**src/pnv_pkg.sv**
```systemverilog
// ----------------------------------------------------------------------------
// pnv_pkg: shared types, constants and helpers of the personal number validator
// holds the digit types, month lengths, check weights and the mod-11 reduction
// ----------------------------------------------------------------------------
`default_nettype none

package pnv_pkg;

   localparam int NUM_DIGITS   = 10;
   localparam int NUM_WEIGHTED = 9;
   localparam int DIGIT_W      = 4;
   localparam int SUM_W        = 9;   // 9 * 6 * 9 at most, below 512
   localparam int MONTHS       = 12;

   typedef logic [DIGIT_W-1:0] digit_type;
   typedef digit_type [NUM_DIGITS-1:0] digit_vec_type;   // entry 0 is digit_1

   // per-item verdict from the check logic
   typedef struct packed {
      logic digits_ok;
      logic date_ok;
      logic sum_ok;
   } check_type;

   localparam logic [3:0] DIGIT_MAX = 4'd9;
   localparam logic [3:0] MONTH_FEB = 4'd2;
   localparam logic [4:0] FEB_LEAP_DAYS = 5'd29;

   localparam logic [4:0] MONTH_DAYS [MONTHS] = '{
      5'd31, 5'd28, 5'd31, 5'd30, 5'd31, 5'd30,
      5'd31, 5'd31, 5'd30, 5'd31, 5'd30, 5'd31
   };

   localparam logic [3:0] DIGIT_WEIGHT [NUM_WEIGHTED] = '{
      4'd2, 4'd4, 4'd8, 4'd5, 4'd10, 4'd9, 4'd7, 4'd3, 4'd6
   };

   localparam logic [SUM_W-1:0] CHECK_MOD = 9'd11;
   // reciprocal of eleven scaled by 2**12, exact for all sums below 512
   localparam int RECIP_SHIFT = 12;
   localparam logic [8:0] RECIP_11 = 9'd373;

   // month length, zero for a month outside 1..12
   function automatic logic [4:0] month_length(input logic [3:0] month, input logic leap);
      logic [3:0] idx;
      logic [4:0] days;
      idx  = month - 4'd1;
      days = 5'd0;
      if (month >= 4'd1 && month <= 4'(MONTHS)) begin
         days = MONTH_DAYS[idx];
      end
      if (month == MONTH_FEB && leap) begin
         days = FEB_LEAP_DAYS;
      end
      return days;
   endfunction

   // remainder by eleven through the scaled reciprocal and one correction-free subtract
   function automatic logic [3:0] mod11(input logic [SUM_W-1:0] sum);
      logic [SUM_W+8:0] prod;
      logic [SUM_W-1:0] quot;
      logic [SUM_W-1:0] rem;
      prod = (SUM_W+9)'(sum) * (SUM_W+9)'(RECIP_11);
      quot = SUM_W'(prod >> RECIP_SHIFT);
      rem  = sum - SUM_W'(quot * CHECK_MOD);
      return rem[3:0];
   endfunction

endpackage

`default_nettype wire

```
**src/pnv_if.sv**
```systemverilog
// ----------------------------------------------------------------------------
// pnv channel interfaces
// valid/ready channels for the digit request and the verdict response
// ----------------------------------------------------------------------------
`default_nettype none

interface pnv_req_if;
   logic                valid;
   logic                ready;
   pnv_pkg::digit_type  digit_1;
   pnv_pkg::digit_type  digit_2;
   pnv_pkg::digit_type  digit_3;
   pnv_pkg::digit_type  digit_4;
   pnv_pkg::digit_type  digit_5;
   pnv_pkg::digit_type  digit_6;
   pnv_pkg::digit_type  digit_7;
   pnv_pkg::digit_type  digit_8;
   pnv_pkg::digit_type  digit_9;
   pnv_pkg::digit_type  digit_10;

   modport source (
      output valid, digit_1, digit_2, digit_3, digit_4, digit_5,
             digit_6, digit_7, digit_8, digit_9, digit_10,
      input  ready
   );
   modport sink (
      input  valid, digit_1, digit_2, digit_3, digit_4, digit_5,
             digit_6, digit_7, digit_8, digit_9, digit_10,
      output ready
   );
endinterface

interface pnv_rsp_if;
   logic valid;
   logic ready;
   logic valid_res;

   modport source (output valid, valid_res, input ready);
   modport sink (input valid, valid_res, output ready);
endinterface

`default_nettype wire

```
**src/pnv_check.sv**
```systemverilog
// ----------------------------------------------------------------------------
// pnv_check: digit, date and check-digit tests
// pure logic between the input register and the result register
// ----------------------------------------------------------------------------
`default_nettype none

module pnv_check (
   input  wire pnv_pkg::digit_vec_type digits,
   output pnv_pkg::check_type          verdict
);

   logic [6:0]                 year;
   logic [6:0]                 month_raw;
   logic [6:0]                 month_adj;
   logic [6:0]                 day;
   logic                       month_ok;
   logic [4:0]                 limit;
   logic [pnv_pkg::SUM_W-1:0]  sum;
   logic [3:0]                 rem;
   logic [3:0]                 check;
   logic                       digits_ok;
   logic                       date_ok;
   logic                       sum_ok;

   always_comb begin
      digits_ok = 1'b1;
      for (int i = 0; i < pnv_pkg::NUM_DIGITS; i++) begin
         if (digits[i] > pnv_pkg::DIGIT_MAX) begin
            digits_ok = 1'b0;
         end
      end
   end

   assign year      = 7'(digits[0]) * 7'd10 + 7'(digits[1]);
   assign month_raw = 7'(digits[2]) * 7'd10 + 7'(digits[3]);
   assign day       = 7'(digits[4]) * 7'd10 + 7'(digits[5]);

   // century offsets on the month code
   always_comb begin
      if (month_raw >= 7'd21 && month_raw <= 7'd32) begin
         month_adj = month_raw - 7'd20;
      end else if (month_raw >= 7'd41 && month_raw <= 7'd52) begin
         month_adj = month_raw - 7'd40;
      end else begin
         month_adj = month_raw;
      end
   end

   assign month_ok = (month_adj >= 7'd1) && (month_adj <= 7'(pnv_pkg::MONTHS));
   assign limit    = pnv_pkg::month_length(month_adj[3:0], year[1:0] == 2'd0);
   assign date_ok  = month_ok && (day >= 7'd1) && (day <= 7'(limit));

   always_comb begin
      sum = '0;
      for (int i = 0; i < pnv_pkg::NUM_WEIGHTED; i++) begin
         sum = sum + pnv_pkg::SUM_W'(digits[i]) * pnv_pkg::SUM_W'(pnv_pkg::DIGIT_WEIGHT[i]);
      end
   end

   assign rem    = pnv_pkg::mod11(sum);
   assign check  = (rem == 4'd10) ? 4'd0 : rem;
   assign sum_ok = (check == digits[pnv_pkg::NUM_DIGITS-1]);

   assign verdict = '{digits_ok: digits_ok, date_ok: date_ok, sum_ok: sum_ok};

endmodule

`default_nettype wire

```
**src/personal_number_validator.sv**
```systemverilog
// ----------------------------------------------------------------------------
// personal_number_validator: ten-digit personal identity number check
// tests digit range, coded month with century offset, day against month
// length (leap february) and the weighted mod-11 check digit
// ----------------------------------------------------------------------------
//
//  channel   dir   beat contents
//  -------   ---   ------------------------------------------
//  req_bus   in    digit_1 .. digit_10, four bits each
//  rsp_bus   out   valid_res, one bit per request beat
//
//  two register stages: a request beat lands in the input register at its
//  accepting edge and its verdict moves into the result register once that
//  register is free or draining, and is offered on rsp_bus from there
//  one beat a cycle sustained while rsp_bus.ready holds; the only path is
//  the check logic between the two registers
//  a stalled response holds the result register, the input register still
//  takes a beat if it is empty, back pressure then reaches req_bus.ready
//  synchronous active-high reset empties both stages, no payload is cleared
// ----------------------------------------------------------------------------
`default_nettype none

module personal_number_validator (
   input  wire        clock,
   input  wire        reset,
   pnv_req_if.sink    req_bus,
   pnv_rsp_if.source  rsp_bus
);

   // input stage
   logic                    s1_valid_ff, s1_valid_in;
   pnv_pkg::digit_vec_type  s1_digits_ff;
   pnv_pkg::digit_vec_type  req_digits;

   // result stage
   logic                    s2_valid_ff, s2_valid_in;
   logic                    res_ff;

   logic                    s2_open;
   logic                    s1_adv;
   logic                    req_fire;
   pnv_pkg::check_type      verdict;

   // gather the request digits, digit_1 at entry 0
   assign req_digits[0] = req_bus.digit_1;
   assign req_digits[1] = req_bus.digit_2;
   assign req_digits[2] = req_bus.digit_3;
   assign req_digits[3] = req_bus.digit_4;
   assign req_digits[4] = req_bus.digit_5;
   assign req_digits[5] = req_bus.digit_6;
   assign req_digits[6] = req_bus.digit_7;
   assign req_digits[7] = req_bus.digit_8;
   assign req_digits[8] = req_bus.digit_9;
   assign req_digits[9] = req_bus.digit_10;

   // result register free or draining this cycle
   assign s2_open       = !s2_valid_ff || rsp_bus.ready;
   assign s1_adv        = s1_valid_ff && s2_open;
   assign req_bus.ready = !s1_valid_ff || s2_open;
   assign req_fire      = req_bus.valid && req_bus.ready;

   always_comb begin
      s1_valid_in = s1_valid_ff;
      if (req_fire) begin
         s1_valid_in = 1'b1;
      end else if (s1_adv) begin
         s1_valid_in = 1'b0;
      end
   end

   always_comb begin
      s2_valid_in = s2_valid_ff;
      if (s1_adv) begin
         s2_valid_in = 1'b1;
      end else if (rsp_bus.ready) begin
         s2_valid_in = 1'b0;
      end
   end

   always_ff @(posedge clock) begin
      if (reset) begin
         s1_valid_ff <= 1'b0;
         s2_valid_ff <= 1'b0;
      end else begin
         s1_valid_ff <= s1_valid_in;
         s2_valid_ff <= s2_valid_in;
      end
   end

   // payload registers, no reset
   always_ff @(posedge clock) begin
      if (req_fire) begin
         s1_digits_ff <= req_digits;
      end
      if (s1_adv) begin
         res_ff <= verdict.digits_ok && verdict.date_ok && verdict.sum_ok;
      end
   end

   pnv_check u_check (
      .digits  (s1_digits_ff),
      .verdict (verdict)
   );

   assign rsp_bus.valid     = s2_valid_ff;
   assign rsp_bus.valid_res = res_ff;

   // a request taken always lands in the input stage
   a_req_lands: assert property (@(posedge clock) disable iff (reset)
      req_fire |=> s1_valid_ff)
      else $error("accepted request beat lost from input stage");

   // an advancing beat always lands in the result stage
   a_adv_lands: assert property (@(posedge clock) disable iff (reset)
      s1_adv |=> s2_valid_ff)
      else $error("checked beat lost from result stage");

   // a non-decimal digit can never produce a pass
   a_bad_digit: assert property (@(posedge clock) disable iff (reset)
      (s1_adv && !verdict.digits_ok) |=> !res_ff)
      else $error("pass reported for non-decimal digit");

   // an empty input stage never stalls the request side
   a_ready_empty: assert property (@(posedge clock) disable iff (reset)
      !s1_valid_ff |-> req_bus.ready)
      else $error("request stalled with empty input stage");

endmodule

`default_nettype wire

```
**src/flat_wrapper.sv**
```systemverilog
// flat-port wrapper written by rule: the top's interface ports become plain ports
module personal_number_validator_flat 
  (clock, reset, req_bus_valid, req_bus_digit_1, req_bus_digit_2, req_bus_digit_3, req_bus_digit_4, req_bus_digit_5, req_bus_digit_6, req_bus_digit_7, req_bus_digit_8, req_bus_digit_9, req_bus_digit_10, req_bus_ready, rsp_bus_valid, rsp_bus_valid_res, rsp_bus_ready);
  pnv_req_if req_bus_i ();
  pnv_rsp_if rsp_bus_i ();
  input  wire clock;
  input  wire reset;
  input wire logic [$bits(req_bus_i.valid)-1:0] req_bus_valid;
  input wire logic [$bits(req_bus_i.digit_1)-1:0] req_bus_digit_1;
  input wire logic [$bits(req_bus_i.digit_2)-1:0] req_bus_digit_2;
  input wire logic [$bits(req_bus_i.digit_3)-1:0] req_bus_digit_3;
  input wire logic [$bits(req_bus_i.digit_4)-1:0] req_bus_digit_4;
  input wire logic [$bits(req_bus_i.digit_5)-1:0] req_bus_digit_5;
  input wire logic [$bits(req_bus_i.digit_6)-1:0] req_bus_digit_6;
  input wire logic [$bits(req_bus_i.digit_7)-1:0] req_bus_digit_7;
  input wire logic [$bits(req_bus_i.digit_8)-1:0] req_bus_digit_8;
  input wire logic [$bits(req_bus_i.digit_9)-1:0] req_bus_digit_9;
  input wire logic [$bits(req_bus_i.digit_10)-1:0] req_bus_digit_10;
  output wire logic [$bits(req_bus_i.ready)-1:0] req_bus_ready;
  output wire logic [$bits(rsp_bus_i.valid)-1:0] rsp_bus_valid;
  output wire logic [$bits(rsp_bus_i.valid_res)-1:0] rsp_bus_valid_res;
  input wire logic [$bits(rsp_bus_i.ready)-1:0] rsp_bus_ready;
  assign req_bus_i.valid = req_bus_valid;
  assign req_bus_i.digit_1 = req_bus_digit_1;
  assign req_bus_i.digit_2 = req_bus_digit_2;
  assign req_bus_i.digit_3 = req_bus_digit_3;
  assign req_bus_i.digit_4 = req_bus_digit_4;
  assign req_bus_i.digit_5 = req_bus_digit_5;
  assign req_bus_i.digit_6 = req_bus_digit_6;
  assign req_bus_i.digit_7 = req_bus_digit_7;
  assign req_bus_i.digit_8 = req_bus_digit_8;
  assign req_bus_i.digit_9 = req_bus_digit_9;
  assign req_bus_i.digit_10 = req_bus_digit_10;
  assign req_bus_ready = req_bus_i.ready;
  assign rsp_bus_valid = rsp_bus_i.valid;
  assign rsp_bus_valid_res = rsp_bus_i.valid_res;
  assign rsp_bus_i.ready = rsp_bus_ready;
  personal_number_validator u_core (.clock(clock), .reset(reset), .req_bus(req_bus_i), .rsp_bus(rsp_bus_i));
endmodule
```
**config.mk**
```make
export PLATFORM = sky130hd
export DESIGN_NAME = personal_number_validator_flat
export DESIGN_NICKNAME = d
export VERILOG_FILES = /design/src/pnv_pkg.sv /design/src/pnv_if.sv /design/src/pnv_check.sv /design/src/personal_number_validator.sv /design/src/flat_wrapper.sv
export SDC_FILE = /design/constraint.sdc
export NUM_CORES = 1
export LEC_CHECK = 0
export ABC_CLOCK_PERIOD_IN_PS = 14410
export BUFFER_PORTS_ARGS = -buffer_cell sky130_fd_sc_hd__buf_2
export CORE_UTILIZATION = 51
export CTS_CLUSTER_SIZE = 28
export DETAILED_ROUTE_END_ITERATION = 16
export GPL_TIMING_DRIVEN = 0
export PLACE_DENSITY = 0.76
export SYNTH_ARGS = -nofsm -noshare
export SYNTH_HDL_FRONTEND = slang
export SYNTH_SLANG_ARGS = --single-unit
```
**constraint.sdc**
```tcl
create_clock -name clock -period 14.41 [get_ports clock]
set_clock_uncertainty 0.1 [all_clocks]
set_input_delay 4.323 -clock clock [delete_from_list [all_inputs] [get_ports clock]]
set_output_delay 4.323 -clock clock [all_outputs]
set_load 0.005 [all_outputs]
```
-- Word level (Yosys, flattened, before mapping)
Memory sizes are Yosys's and may differ from the RTL's.
Index checks and enable logic that the tools add are counted.
- bits in registers: 43
- ROM bits: 80
- output and inout bits: 3
- memories kept: 1
- memories (name ; words ; width ; rd ports ; clocked after memory_dff ; wr ports ; line ; text):
    (no name shown) ; 16 ; 5 ; 1 ; 0 ; 0 ; pnv_pkg.sv:50 ; days = MONTH_DAYS[idx];
- add/subtract/negate cells: 15
- multiply operators: 11
- magnitude comparators: 21
- equal/unequal tests: 3
- multiplexer cells: 21
- bitwise operators: 1
- reduce and logical (&&, ||, !) cells: 18
- operator list (cell ; number):
    4-bit > comparator (second input constant) ; 10
    4-bit by 3-bit multiplier with 7-bit output (second input constant) ; 3
    5-bit 2-to-1 mux ; 4
    9-bit by 7-bit adder with 9-bit output ; 2
    9-bit by 8-bit adder with 9-bit output ; 2
    9-bit by 9-bit multiplier with 18-bit output (second input constant) ; 1
    7-bit by 4-bit adder with 7-bit output ; 2
    7-bit by 1-bit >= comparator with 1-bit output (second input constant) ; 2
    7-bit by 6-bit <= comparator with 1-bit output (second input constant) ; 2
    1-bit 2-to-1 mux ; 14
    7-bit 2-to-1 mux ; 2
    4-bit by 2-bit multiplier with 6-bit output (second input constant) ; 2
    4-bit by 3-bit multiplier with 6-bit output (second input constant) ; 2
    1-bit logical AND ; 11
    8-bit by 7-bit adder with 9-bit output ; 1
    9-bit by 6-bit adder with 9-bit output ; 1
    7-bit by 7-bit adder with 8-bit output ; 1
    4-bit by 4-bit multiplier with 8-bit output (second input constant) ; 1
    5-bit by 6-bit adder with 7-bit output ; 1
    7-bit by 5-bit >= comparator with 1-bit output (second input constant) ; 1
    7-bit by 6-bit >= comparator with 1-bit output (second input constant) ; 1
    7-bit by 4-bit <= comparator with 1-bit output (second input constant) ; 1
    7-bit by 5-bit <= comparator with 1-bit output ; 1
    7-bit by 5-bit subtractor with 7-bit output (second input constant) ; 1
    other kinds (18) ; 21

-- Depth between registers and ports, before layout
- depth in word-level cells: 17
- mapped depth: 48
- gate-level depth less buffers: 48

-- Cells and area by module
Synthesis repeated with hierarchy kept, for this count alone.
- cells, all modules: 580
- area total of the unflattened synthesis: 6108.4 µm²
- by module, submodules not included (module ; instances ; cells an instance ; area each (µm²)):
    pnv_check ; 1 ; 528 ; 4767.1
    personal_number_validator ; 1 ; 52 ; 1341.3

-- Least setup slack after synthesis
OpenSTA, ideal clock, no wires.
- kind: register to register
- from: reg u_core.s1_digits_ff[17] in the netlist's numbering
- to: reg u_core.res_ff (netlist: u_core.rsp_bus.valid_res) (data pin)
- setup time: 0.282 ns
- data arrival time: 10.814 ns
- required time: 14.028 ns
- slack: 3.214 ns
- cell stages (with the launch flop): 44
- path buffers: 0
- path through: edfxtp_1 ha_1 ha_1 inv_1 fa_1 inv_1 fa_1 inv_1 fa_1 fa_1 fa_1 fa_1 inv_1 ha_1 a21o_1 a21oi_1 o21bai_1 a21oi_1 (+8 left out) inv_1 ha_1 nor4_2 o31ai_1 a21oi_1 xnor2_2 ha_1 inv_1 fa_1 ha_1 a21o_1 a21oi_1 xnor2_1 xnor2_1 xnor2_1 or4_1 nand4_1 a311oi_1
- cells in the longest elaborated chain, start to end: 13
- elaborated cells on any way between the ends: 27
- classes of those cells: add/sub: 7; mul: 4; order compare: 3; eq/ne: 2; mux: 7; reduce/logical: 4
- ends and longest elaborated chain (element ; line ; text):
    start, declared ; personal_number_validator.sv:32 ; pnv_pkg::digit_vec_type s1_digits_ff;
    start signal, assigned ; personal_number_validator.sv:93 ; s1_digits_ff <= req_digits;
    4-bit by 3-bit multiplier with 7-bit output ; pnv_check.sv:56 ; sum = sum + pnv_pkg::SUM_W'(digits[i]) * pnv_pkg::SUM_W'(pnv_pkg::DIGIT_WEIGHT[i]);
    9-bit by 8-bit adder with 9-bit output (2 in series) ; pnv_check.sv:56 ;
    9-bit by 7-bit adder with 9-bit output ; pnv_check.sv:56 ;
    9-bit by 6-bit adder with 9-bit output ; pnv_check.sv:56 ;
    9-bit by 7-bit adder with 9-bit output ; pnv_check.sv:56 ;
    9-bit by 9-bit multiplier with 18-bit output ; pnv_pkg.sv:63 ; prod = (SUM_W+9)'(sum) * (SUM_W+9)'(RECIP_11);
    6-bit by 4-bit multiplier with 4-bit output ; pnv_pkg.sv:65 ; rem = sum - SUM_W'(quot * CHECK_MOD);
    4-bit subtractor ; pnv_pkg.sv:65 ;
    4-bit == test ; pnv_check.sv:61 ; assign check = (rem == 4'd10) ? 4'd0 : rem;
    4-bit 2-to-1 mux ; pnv_check.sv:61 ;
    4-bit == test ; pnv_check.sv:62 ; assign sum_ok = (check == digits[pnv_pkg::NUM_DIGITS-1]);
    1-bit logical AND (*) ; personal_number_validator.sv:96 ; res_ff <= verdict.digits_ok && verdict.date_ok && verdict.sum_ok;
    end signal, assigned ; personal_number_validator.sv:96 ;
    end, declared ; personal_number_validator.sv:37 ; logic res_ff;
Mark *: on every way between the ends. The rest lies on a longest branch, timed or not.
A chain may end at the register's enable or synchronous reset.

-- Worst setup path in the final report
Ends and elaborated chain as after synthesis.

==> metrics.md <==
| Metric | Value |
|---|---|
| Clock transition at path regs | `60 ps` |
| Fin. Hold Viols | `0` |
| Startpoint of the worst hold path | `u_core.s1_valid_ff$_SDFFE_PP0P_` |
| Most frequent CP cell | `fa_1` |
| Cts repair resizes | `0` |
| Worst R2R Path Depth | `43` |
| Avg Inst Size Synth | `10.5 sq um` |
| #FFs+latches synth | `43` |
| Worst r2r src | `u_core.s1_digits_ff[17]$_DFFE_PP_` |
| Bufs and invs on worst path | `10` |
| Clk buf depth | `2` |
| IO Port Bufs | `46` |
| Area leader, netlist | `fa_1` |
| Critical path class | `flip-flop to flip-flop` |
| Max-slew violations | `0` |
| Max Cap Viol | `0` |
| CP startpoint kind | `flip-flop` |
| Die height | `111 um` |
| Sequential fraction of the synthesis area | `21.1%` |
| CP max FO | `6` |
| Die area | `0.0123 sq mm` |
| Top-count cell post-synth | `inv_1` |
| Period utilization | `84.6%` |
| Fill count | `961` |
| Reg2Reg Setup Slack | `2220 ps` |
| RSZ-0062 raised after global routing | `false` |
| Hold Buf Count CTS | `0` |
| Root cell of the clock tree | `clkbuf_16` |
| Hold worst-path end | `u_core.rsp_bus.valid$_SDFFE_PP0P_` |
| Skew-Pair Late Insertion Delay | `290 ps` |
| Synth cell count leaders | `156 x inv_1, 109 x ha_1, 75 x fa_1` |
| Setup Total Neg Slack | `0 ps` |
| H-tree levels | `2` |
| Initial Util | `52.7%` |
| Clock sink total | `43` |
| Fmax achieved | `82.0 MHz` |
| Largest net degree at the start of global routing | `41` |
| Outcome | `complete, no violations` |
| Core Util, Final | `57.5%` |
| Via/cell ratio | `5.23` |
| CP Launch Point | `u_core.s1_digits_ff[17]$_DFFE_PP_` |
| Synth top area cells | `fa_1 25%, ha_1 23%, edfxtp_1 20%` |
| Drt pass-1 iters | `5` |
| Worst path slowest cell | `fa_1` |
| I/O pins | `47` |
| Min Tclk post-route | `12190 ps` |
| Nets@finish | `857` |
| Slowest stage delay, CP | `600 ps` |
| Drt wl/cell | `15.0 um` |
| Number of flops mapped to enable cells by yosys | `41` |
| GRT overflow | `0` |
| Unique masters post-synth | `55` |
| Mapped Nets | `804` |
| # Post-CTS Setup Buffers | `0` |
| Crit. End Element | `flip-flop` |
| Syn Inst Count | `576` |
| Worst-margin pin slew | `938 ps` |
| ANT nets after route | `0` |
| Post-Syn Area | `0.00604 sq mm` |
| ANT cells | `0` |
| Delay-heaviest family, CP | `adder cells` |
| Synth Warn # | `0` |
| Critical path arrival | `12190 ps` |
| Hold crit path type | `flip-flop to flip-flop` |
| CTS buffer count | `5` |
| Layout cell share with drive strength beyond 1 | `10.0%` |
| Finish-stage setup viols | `0` |
| WHS Path Cells | `2` |
| Routed vias | `4042` |
| Ys async rst share | `0%` |
| Site Rows | `39` |
| Initial antenna violation count | `0` |
| Core box area | `0.0115 sq mm` |
| Vias in the first global route | `4371` |
| First-pass GRT wire length | `19700 um` |
| Total GRT Usage | `20.2%` |
| Area Growth Syn to Fin | `9.20%` |
| Die W | `111 um` |
| Top FF cell, synth | `edfxtp_1` |
| Placed wire-length estimate | `9960 um` |
| Routability cong. | `0.900` |
| Worst slew margin relative to its limit | `37.5%` |
| Area share of the largest cell type after synthesis | `24.9%` |
| Reg-to-reg endpoint | `u_core.rsp_bus.valid_res$_DFFE_PP_` |
| Drt drc | `0` |
| Required @ worst endpoint | `14400 ps` |
| Routed WL | `11600 um` |
| Number of DRC markers in iteration 0 | `206` |
| CTS tree | `built` |
## worst min-delay path, cell delays in order, from the launching register on
cell	delay, ps
dfxtp_1	330
nor2_1	120
nor2_1	40
## through the flow
stage | worst slack (ps) | hold slack [ps] | cells | cell area, sq um
3_3_place_gp | 2480 | 397 | 765 | 6450
6_report | 2220 | 432 | 773 | 6590
2_1_floorplan | 3210 | 378 | 576 | 6040
4_1_cts | 2240 | 442 | 773 | 6590
3_5_place_dp | 2260 | 431 | 765 | 6450
5_1_grt | 1480 | 462 | 773 | 6590
## layout by cell type, fill, tap and decap left out, types with 8 or more instances in the layout
cell type,instances
ha_1,109
edfxtp_1,41
a21o_1,9
a21oi_1,17
fa_1,75
xor2_1,12
xnor2_1,23
buf_2,46
nor2_1,17
o21ai_0,18
inv_1,156
nand2_1,15
nand2b_1,8
nor2b_1,8
## layout make-up
class                      count  area [sq um]  area share, %
clock buffer                   5           125           1.90
tap                          143           179           2.71
multi-input combinational    376          4180           63.4
timing repair buffer          46           230           3.49
clock inverter                 3          20.0          0.304
inverter                     157           589           8.94
sequential                    43          1270           19.3
## worst max path at each step
stage	end	slack, ps	cells after the start
after detailed placement	u_core.rsp_bus.valid_res$_DFFE_PP_	2260	43
after global placement	u_core.rsp_bus.valid_res$_DFFE_PP_	2480	43
after CTS	u_core.rsp_bus.valid_res$_DFFE_PP_	2240	43
final	u_core.rsp_bus.valid_res$_DFFE_PP_	2220	43
after floorplan	u_core.rsp_bus.valid_res$_DFFE_PP_	3210	43
after global routing	u_core.rsp_bus.valid_res$_DFFE_PP_	1480	43
## registers in the layout, indices dropped and copies added (netlist names)
| name | flops |
|---|---|
| u_core.s1_digits_ff | 40 |
| u_core.rsp_bus.valid | 1 |
| u_core.rsp_bus.valid_res | 1 |
| u_core.s1_valid_ff | 1 |
## kinds of logic (layout without fill, tap and decap cells)
logic type | after synthesis | after routing | synth area share [%]
simple gates | 78 | 78 | 6.92
xor+xnor | 38 | 38 | 5.88
buf+inv | 157 | 211 | 9.76
fa+ha+maj | 184 | 184 | 47.5
compound gates | 73 | 73 | 8.23
mux | 3 | 3 | 0.705
flops | 43 | 43 | 21.1
## layer usage
metal	global-route usage, %	vias to the layer above	routed length (um)
li1	-	1973	-
met1	25.3	1949	4990
met2	35.9	104	5900
met3	3.28	16	531
met4	5.33	0	201
met5	0	-	0
Power is left out: the tool's default activity adds up to more than one toggle a clock period on the data nets, which glitch-free logic cannot reach.
